==> src/hdl/mtf_pkg.sv <==
package mtf_pkg;

    // Frame buffer geometry
    localparam int MAX_FRAME_BYTES = 2048;
    localparam int ADDR_W          = $clog2(MAX_FRAME_BYTES);
    localparam int LEN_W           = $clog2(MAX_FRAME_BYTES + 1);
    localparam int NIB_W           = LEN_W + 1;

    // Configuration register widths
    localparam int MIN_LEN_W = 12;
    localparam int PRE_W     = 6;
    localparam int GAP_W     = 8;
    localparam int CFG_W     = 12;
    localparam int CFG_IDX_W = 2;

    // Command codes
    localparam logic [1:0] CMD_LOAD  = 2'd0;
    localparam logic [1:0] CMD_START = 2'd1;
    localparam logic [1:0] CMD_TICK  = 2'd2;

    // Configuration register indexes
    localparam logic [CFG_IDX_W-1:0] REG_MIN_LENGTH = 2'd0;
    localparam logic [CFG_IDX_W-1:0] REG_PREAMBLE   = 2'd1;
    localparam logic [CFG_IDX_W-1:0] REG_GAP        = 2'd2;

    // Configuration reset values
    localparam logic [MIN_LEN_W-1:0] MIN_LENGTH_RST = 12'd60;
    localparam logic [PRE_W-1:0]     PREAMBLE_RST   = 6'd15;
    localparam logic [GAP_W-1:0]     GAP_RST        = 8'd24;

    // MII symbols
    localparam logic [3:0] NIB_PREAMBLE = 4'h5;
    localparam logic [3:0] NIB_SFD      = 4'hD;

    // Reflected Ethernet CRC-32
    localparam logic [31:0] CRC_POLY = 32'hEDB88320;
    localparam logic [31:0] CRC_INIT = 32'hFFFFFFFF;
    localparam int          CRC_NIBS = 8;

    typedef struct packed {
        logic [MIN_LEN_W-1:0] min_length;
        logic [PRE_W-1:0]     preamble_nibbles;
        logic [GAP_W-1:0]     gap_nibbles;
    } cfg_t;

    typedef struct packed {
        logic wr;
        logic clr;
    } buf_ctrl_t;

    // Fold one byte into the CRC, LSB first
    function automatic logic [31:0] crc_byte(input logic [31:0] crc_in, input logic [7:0] b);
        logic [31:0] c;
        c = crc_in;
        for (int k = 0; k < 8; k++) begin
            if ((c[0] ^ b[k]) == 1'b1)
                c = (c >> 1) ^ CRC_POLY;
            else
                c = c >> 1;
        end
        return c;
    endfunction

endpackage

==> src/hdl/mtf_tx_seq.sv <==
module mtf_tx_seq (
    input  logic                        clk,
    input  logic                        rst_n,
    input  logic                        accept,
    input  logic [1:0]                  cmd,
    input  mtf_pkg::cfg_t               cfg,
    input  logic [mtf_pkg::LEN_W-1:0]   loaded_count,
    input  logic [7:0]                  rd_data,
    output logic [mtf_pkg::ADDR_W-1:0]  rd_addr,
    output logic                        phase_idle,
    output logic                        buf_clr,
    output logic                        busy,
    output logic                        done,
    output logic                        tx_en,
    output logic [3:0]                  txd,
    output logic                        busy_res,
    output logic                        frame_end
);

    typedef enum logic [2:0] {
        PH_IDLE,
        PH_PRE,
        PH_SFD,
        PH_DATA,
        PH_CRC,
        PH_GAP
    } phase_t;

    typedef enum logic {
        S_WAIT,
        S_EXEC
    } fsm_t;

    fsm_t                      fsm_reg, fsm_next;
    phase_t                    phase_reg, phase_next;
    logic [mtf_pkg::NIB_W-1:0] nc_reg, nc_next;
    logic [mtf_pkg::LEN_W-1:0] flen_reg, flen_next;
    logic [31:0]               crc_reg, crc_next;
    logic                      done_reg, done_next;
    logic                      en_reg, en_next;
    logic [3:0]                txd_reg, txd_next;
    logic                      bres_reg, bres_next;
    logic                      end_reg, end_next;

    phase_t                    ph_v;
    logic [mtf_pkg::NIB_W-1:0] nc_v;
    logic [mtf_pkg::NIB_W-1:0] nc_inc;
    logic [7:0]                byte_v;
    logic [31:0]               crc_inv;
    logic [mtf_pkg::NIB_W-1:0] pre_ext;
    logic [mtf_pkg::NIB_W-1:0] gap_ext;
    logic [mtf_pkg::NIB_W-1:0] data_nibs;
    logic                      clr;

    // Byte address follows the nibble counter; data arrives in the execute cycle
    assign rd_addr   = nc_reg[mtf_pkg::ADDR_W:1];
    assign pre_ext   = mtf_pkg::NIB_W'(cfg.preamble_nibbles);
    assign gap_ext   = mtf_pkg::NIB_W'(cfg.gap_nibbles);
    assign data_nibs = {flen_reg, 1'b0};
    assign crc_inv   = ~crc_reg;

    always_comb
    begin
        fsm_next   = fsm_reg;
        phase_next = phase_reg;
        nc_next    = nc_reg;
        flen_next  = flen_reg;
        crc_next   = crc_reg;
        done_next  = 1'b0;
        en_next    = en_reg;
        txd_next   = txd_reg;
        bres_next  = bres_reg;
        end_next   = end_reg;
        clr        = 1'b0;
        ph_v       = phase_reg;
        nc_v       = nc_reg;
        nc_inc     = nc_reg + 1'b1;
        byte_v     = '0;

        case (fsm_reg)
            S_WAIT:
            begin
                if (accept) begin
                    // Latch the padded length and arm the preamble
                    if (cmd == mtf_pkg::CMD_START && phase_reg == PH_IDLE) begin
                        flen_next  = (loaded_count > mtf_pkg::LEN_W'(cfg.min_length))
                                     ? loaded_count : mtf_pkg::LEN_W'(cfg.min_length);
                        crc_next   = mtf_pkg::CRC_INIT;
                        nc_next    = '0;
                        phase_next = PH_PRE;
                    end else if (cmd == mtf_pkg::CMD_TICK) begin
                        fsm_next = S_EXEC;
                    end
                end
            end

            S_EXEC:
            begin
                // Produce one nibble time
                fsm_next  = S_WAIT;
                done_next = 1'b1;
                en_next   = 1'b0;
                txd_next  = '0;
                bres_next = 1'b0;
                end_next  = 1'b0;
                if (phase_reg != PH_IDLE) begin
                    bres_next = 1'b1;
                    if (phase_reg == PH_PRE && nc_reg >= pre_ext) begin
                        ph_v = PH_SFD;
                        nc_v = '0;
                    end
                    nc_inc = nc_v + 1'b1;
                    case (ph_v)
                        PH_PRE:
                        begin
                            en_next  = 1'b1;
                            txd_next = mtf_pkg::NIB_PREAMBLE;
                            nc_next  = nc_inc;
                            if (nc_inc >= pre_ext) begin
                                phase_next = PH_SFD;
                                nc_next    = '0;
                            end
                        end
                        PH_SFD:
                        begin
                            en_next    = 1'b1;
                            txd_next   = mtf_pkg::NIB_SFD;
                            nc_next    = '0;
                            phase_next = (flen_reg == '0) ? PH_CRC : PH_DATA;
                        end
                        PH_DATA:
                        begin
                            // Pad with zeros past the loaded bytes
                            byte_v  = (nc_v[mtf_pkg::NIB_W-1:1] < loaded_count)
                                      ? rd_data : 8'h00;
                            en_next = 1'b1;
                            if (nc_v[0] == 1'b0) begin
                                txd_next = byte_v[3:0];
                                crc_next = mtf_pkg::crc_byte(crc_reg, byte_v);
                            end else begin
                                txd_next = byte_v[7:4];
                            end
                            nc_next = nc_inc;
                            if (nc_inc >= data_nibs) begin
                                phase_next = PH_CRC;
                                nc_next    = '0;
                            end
                        end
                        PH_CRC:
                        begin
                            en_next  = 1'b1;
                            txd_next = crc_inv[{nc_v[2:0], 2'b00} +: 4];
                            nc_next  = nc_inc;
                            if (nc_inc >= mtf_pkg::NIB_W'(mtf_pkg::CRC_NIBS)) begin
                                if (cfg.gap_nibbles == '0) begin
                                    end_next = 1'b1;
                                    clr      = 1'b1;
                                end else begin
                                    phase_next = PH_GAP;
                                    nc_next    = '0;
                                end
                            end
                        end
                        default:
                        begin
                            // Idle gap with tx_en low
                            nc_next = nc_inc;
                            if (nc_inc >= gap_ext) begin
                                end_next = 1'b1;
                                clr      = 1'b1;
                            end
                        end
                    endcase
                    if (clr) begin
                        phase_next = PH_IDLE;
                        nc_next    = '0;
                        crc_next   = mtf_pkg::CRC_INIT;
                    end
                end
            end

            default:
            begin
                fsm_next = S_WAIT;
            end
        endcase
    end

    always_ff @(posedge clk or negedge rst_n)
    begin
        if (!rst_n) begin
            fsm_reg   <= S_WAIT;
            phase_reg <= PH_IDLE;
            nc_reg    <= '0;
            flen_reg  <= '0;
            crc_reg   <= mtf_pkg::CRC_INIT;
            done_reg  <= 1'b0;
            en_reg    <= 1'b0;
            txd_reg   <= '0;
            bres_reg  <= 1'b0;
            end_reg   <= 1'b0;
        end else begin
            fsm_reg   <= fsm_next;
            phase_reg <= phase_next;
            nc_reg    <= nc_next;
            flen_reg  <= flen_next;
            crc_reg   <= crc_next;
            done_reg  <= done_next;
            en_reg    <= en_next;
            txd_reg   <= txd_next;
            bres_reg  <= bres_next;
            end_reg   <= end_next;
        end
    end

    assign phase_idle = (phase_reg == PH_IDLE);
    assign buf_clr    = clr;
    assign busy       = (fsm_reg == S_EXEC);
    assign done       = done_reg;
    assign tx_en      = en_reg;
    assign txd        = txd_reg;
    assign busy_res   = bres_reg;
    assign frame_end  = end_reg;

endmodule

==> config.mk <==
export PLATFORM = sky130hd
export DESIGN_NAME = mtf_tx_seq
export DESIGN_NICKNAME = d
export VERILOG_FILES = /design/src/hdl/mtf_pkg.sv /design/src/hdl/mtf_tx_seq.sv
export SDC_FILE = /design/constraint.sdc
export NUM_CORES = 1
export LEC_CHECK = 0
export BUFFER_PORTS_ARGS = -buffer_cell sky130_fd_sc_hd__buf_2
export CAP_MARGIN = 20
export CORE_AREA = 2 2 113 197
export CTS_CLUSTER_DIAMETER = 100
export CTS_CLUSTER_SIZE = 30
export DETAILED_ROUTE_END_ITERATION = 12
export DIE_AREA = 0 0 115 199
export SYNTH_ARGS = -nofsm -noshare
export SYNTH_HDL_FRONTEND = slang
export SYNTH_SLANG_ARGS = --single-unit
==> constraint.sdc <==
create_clock -name clk -period 7.87 [get_ports clk]
set_clock_uncertainty 0.15 [all_clocks]
set_input_delay 1.1805 -clock clk [delete_from_list [all_inputs] [get_ports clk]]
set_output_delay 1.1805 -clock clk [all_outputs]
set_load 0.01 [all_outputs]
======== Word level (Yosys, flattened, before mapping) ========
Index checks and enable logic that the tools add are counted.
storage, ports and cells
  input bits .............................. 51
  word-level logic and storage cells ...... 158
  register bits ........................... 69
  output and inout bits ................... 22
operators by class
  multiplexer cells ....................... 92
  $add $sub $neg .......................... 1
  shift operators ......................... 1
  bitwise gates (word level) .............. 18
  reduce and logical (&&, ||, !) cells .... 12
  equality and inequality tests ........... 17
  magnitude comparators ................... 7
operators with widths
  cell                                                                                  number
  32-bit two-way mux                                                                    42
  13-bit two-way mux                                                                    11
  13-bit NOT with 14-bit output                                                         8
  32-bit case mux with 2 select lines                                                   1
  13-bit case mux with 4 select lines                                                   1
  3-bit two-way mux                                                                     12
  32-bit NOT                                                                            1
  32-bit by 6-bit variable part select with 4-bit output                                1
  13-bit by 6-bit greater-or-equal comparator with 1-bit output                         2
  13-bit case mux with 2 select lines                                                   1
  4-bit != test, second input constant                                                  4
  4-bit case mux with 4 select lines                                                    1
  1-bit two-way mux                                                                     15
  13-bit by 1-bit adder with 13-bit output, second input constant                       1
  13-bit greater-or-equal comparator                                                    1
  13-bit by 4-bit greater-or-equal comparator with 1-bit output, second input constant  1
  13-bit by 8-bit greater-or-equal comparator with 1-bit output                         1
  12-bit greater-than comparator                                                        1
  12-bit logical NOT                                                                    1
  12-bit less-than comparator                                                           1
  12-bit two-way mux                                                                    1
  3-bit case mux with 4 select lines                                                    1
  8-bit logical NOT                                                                     1
  4-bit two-way mux                                                                     2
  other kinds (23)                                                                      36

======== Depth between registers and ports, before layout ========
  depth in word-level cells ............... 56
  gate-level depth with buffers ........... 25

======== Least setup slack after synthesis ========
OpenSTA, ideal clock, no wires.
  kind .................................... input to output
  from .................................... input cfg[10] (netlist name)
  to ...................................... output buf_clr
  slack ................................... 1570 ps
  buffers on the path ..................... 1
  arrival time ............................ 4970 ps
  cell stages on the path ................. 20
  cell sequence ........................... inv_1 -> ha_1 -> a21oi_1 -> o21ai_0 -> a221oi_4 -> or2_2 -> clkbuf_1 -> nand2_1 -> inv_1 -> ha_1 -> nand4_1 -> or2_2 -> xor2_1 -> nor2_1 -> ha_1 -> a21o_1 -> a21oi_1 -> o211ai_1 -> a22oi_1 -> nor2_1
on the way
  word-level cells in the longest chain between the ends .. 13
  elaborated cells on any way between the ends .. 23
  classes of those cells .................. add/sub: 1; order compare: 3; eq/ne: 4; mux: 13; reduce/logical: 2
RTL lines
  what                                                                                                                                            RTL line                              RTL
  start: declaration                                                                                                                              mtf_tx_seq.sv:6                       input mtf_pkg::cfg_t cfg,
  13-bit by 6-bit greater-or-equal comparator with 1-bit output *                                                                                 mtf_tx_seq.sv:108                     if (phase_reg == PH_PRE && nc_reg >= pre_ext) begin
  1-bit logical AND *                                                                                                                             mtf_tx_seq.sv:108
  13-bit two-way mux                                                                                                                              mtf_tx_seq.sv:108
  13-bit two-way mux                                                                                                                              mtf_tx_seq.sv:106                     if (phase_reg != PH_IDLE) begin
  13-bit two-way mux                                                                                                                              mtf_tx_seq.sv:80                      case (fsm_reg)
  13-bit by 1-bit adder with 13-bit output                                                                                                        mtf_tx_seq.sv:112                     nc_inc = nc_v + 1'b1;
  13-bit by 8-bit greater-or-equal comparator with 1-bit output or 13-bit by 4-bit greater-or-equal comparator with 1-bit output (tied branches)  mtf_tx_seq.sv:168, mtf_tx_seq.sv:154
  1-bit two-way mux (on tied branches)                                                                                                            mtf_tx_seq.sv:168, mtf_tx_seq.sv:154
  1-bit case mux with 2 select lines *                                                                                                            mtf_tx_seq.sv:113                     case (ph_v)
  1-bit two-way mux *                                                                                                                             mtf_tx_seq.sv:106
  1-bit two-way mux *                                                                                                                             mtf_tx_seq.sv:80
  1-bit two-way mux *                                                                                                                             mtf_tx_seq.sv:106
  1-bit two-way mux *                                                                                                                             mtf_tx_seq.sv:80
  end: declaration                                                                                                                                mtf_tx_seq.sv:11                      output logic buf_clr,
Every way passes the cells marked *; elsewhere a longest branch is shown, timed or not. The select of a mux whose other input is x is not followed.

======== Worst setup path in the final report ========
Ends and elaborated chain as after synthesis.

==> flow_summary_export.csv <==
group,metric,value,unit
status,status,"complete, no violations",
die,chipHeight,199,um
worst_setup_path,r2r_setup_slack,1.85,ns
sta,max_freq,143,MHz
routing,wire_per_inst,19.6,um
routing,drt_iter0_markers,347,
sta,min_period_over_period,88.9,%
routing,drt-total-wl,20400,um
placement,portBuffers,72,
synthesis,yosys_register_bits,69,
die,core_area,21300,um2
synthesis,yosysWarningCount,0,
synthesis,synth_ff_type,"dfrtp_1",
routing,drc,0,
placement,placed_area,6860,um2
die,dieArea,22900,um2
routing,vias,5594,
placement,place_congestion,0.927,
placement,dp_cells,1024,
worst_setup_path,r2r-end,"phase_reg[1]",
cts,cts_buffer_depth,2,
worst_setup_path,critical_path.max_stage_delay,0.55,ns
sta,setup_ws,0.875,ns
sta,hold_violations,0,
worst_setup_path,crit_top_cell,"ha_1",
synthesis,ys_top_cells_by_count,"80 x nor2_1, 72 x xnor2_1, 58 x inv_1",
finish,fin_area,7230,um2
synthesis,synthDistinctLibCells,66,
worst_setup_path,endpoint_kind,"primary output",
synthesis,ys_top_cells_by_area,"dfrtp_1 15%, dfstp_2 13%, ha_1 11%, xnor2_1 10%, nor2_1 4.8%",
finish,largest_register_ffs,32,
cts,post_cts_buffers,0,
global_route,grt_max_degree,70,
min_path,min_from,"frame_end",
worst_setup_path,worst-setup-path-type,"input pin to primary output",
routing,drt-vias-per-instance,5.38,
min_path,worstHoldPathCells,1,
worst_setup_path,rr_startpoint,"nc_reg[2]",
global_route,track_usage,18.1,%
worst_setup_path,cp_max_fo,10,
die,rows,71,
power,ir_drop,0.0000954,V
cts,ctsHoldBuffers,0,
cts,cts_buffers,9,
sta,drv_slew,0,
worst_setup_path,crit_slowest_cell,"a221oi_4",
routing,first_pass_iters,5,
power,leakage,3.38,nW
global_route,grt_pass1_vias,5672,
worst_setup_path,cp_data_required_time,6.54,ns
cts,clockRootBuffer,"clkbuf_16",
synthesis,seq_area_frac_synth,28.1,%
die,top_level_ports,73,
min_path,worst_hold_path.endpoint,"frame_end",
finish,antenna_cells,0,
worst_setup_path,crit_arrival,5.66,ns
finish,nNetsFinal,887,
synthesis,syn_area_per_cell,8.66,um2
worst_setup_path,start_kind,"input pin",
cts,tritoncts,"built",
sta,tightest_slew,0.921,ns
finish,fin_cells,1040,
synthesis,synthCells,726,
synthesis,synth_top_area_share,14.7,%
synthesis,synthesis.nets,833,
global_route,grt_overflow,0,
die,start_util,29.5,%
sta,period_minus_slack,6.99,ns
worst_setup_path,cp_cell_sequence,"buf_2 > inv_1 > ha_1 > a21oi_1 > o21ai_0 > a221oi_4 > or2_2 > nand2_1 > inv_1 > ha_1 > nand4_1 > or2_2 > xor2_1 > nor2_1 > ha_1 > a21o_1 > a21oi_1 > o211ai_1 > a22oi_1 > nor2_1 > buf_2",
routing,ant_nets,0,
cts,clk_latency,0.34,ns
cts,cts.sink_count,69,
sta,rsz0062_at_grt,"false",
synthesis,synthArstFlopShare,100,%
synthesis,synth_area,6290,um2
synthesis,synth_top_area_cell,"dfrtp_1",
finish,area_growth,15.0,%
cts,cts_max_level,3,
job,maxCapViolations,0,
synthesis,synth.most_common_cell,"nor2_1",
sta,setup_viol,0,
finish,drive_above_1_share,18.9,%
synthesis,synth_edf_count,0,
power,p_per_area,218,nW/um2
sta,max_slew_margin,38.6,%
placement,post-place-ws,0.903,ns
worst_setup_path,r2r_cells,22,
global_route,grt_pass1_wl,31300,um
cts,cts.clk_slew.worst_paths,0.06,ns
sta,tns,0,ns
min_path,min_path_type,"flop to flop",
cts,cts_resized,0,
die,die_w,115,um
global_route,antenna_found_initial,0,
placement,dp_hpwl,16400,um
==> area by class of cell <==
| class | count | area, um2 |
|---|---|---|
| clock inverters | 7 | 146 |
| well taps | 255 | 319 |
| inverters | 59 | 221 |
| flip-flops and latches | 69 | 1770 |
| clock buffers | 9 | 225 |
| multi-input cells | 555 | 4090 |
| repair buffers | 86 | 465 |
| fillers | 2221 | 14100 |
==> where the power goes <==
part           leakage (nW)  internal [mW]  switching, mW  total, mW
logic                  2.37          0.276          0.369      0.645
registers             0.829          0.384         0.0288      0.413
clock network         0.180          0.344          0.174      0.518
==> cells by family after synthesis <==
kind of cell               share of synthesized area [%]
AOI/OAI and AO/OA                                   17.4
xor gates and xnor gates                            14.8
adders and majority gates                           11.1
buffers and inverters                               6.97
DFF                                                 28.1
muxes                                               4.88
and+or+nand+nor                                     16.7
==> cells in the final DEF, fill, tap and decap left out, types with 27 or more instances in the layout <==
| cell | n |
|---|---|
| a21oi_1 | 44 |
| buf_2 | 72 |
| dfrtp_1 | 37 |
| dfstp_2 | 32 |
| ha_1 | 56 |
| inv_1 | 58 |
| nand2_1 | 40 |
| nor2_1 | 80 |
| o21ai_0 | 27 |
| xnor2_1 | 72 |
==> worst max-delay path, delay by kind of cell <==
kind | cells | cell delay (ns)
AOI/OAI and AO/OA | 7 | 1.72
buffers and inverters | 4 | 0.41
and+or+nand+nor | 6 | 1.37
adders and majority gates | 3 | 0.82
xor gates and xnor gates | 1 | 0.17
==> per-stage QoR <==
step | power [mW] | hold WS, ns | utilization [%]
finish | 1.58 | 0.334 | 33.9
global route | 1.66 | 0.349 | 33.9
CTS | 1.58 | 0.334 | 33.9
detailed placement | 1.06 | 0.319 | 32.2
global placement | 1.05 | 0.316 | 32.2
floorplan | 0.873 | 0.321 | -
==> worst max path at each step <==
stage,start,to,cells past startpoint
CTS,cfg[10],buf_clr,21
global route,cfg[10],buf_clr,21
finish,cfg[10],buf_clr,21
floorplan,cfg[10],buf_clr,20
detailed placement,cfg[10],buf_clr,21
global placement,cfg[10],buf_clr,21
==> metal layers <==
metal | track usage, % | wire (um) | vias up
met5 | 0 | 0 | -
met3 | 2.16 | 629 | 66
met2 | 36.1 | 11900 | 159
met4 | 11.1 | 1270 | 0
li1 | - | - | 2647
met1 | 16.9 | 6670 | 2722
(Power assumes the default switching activity.)
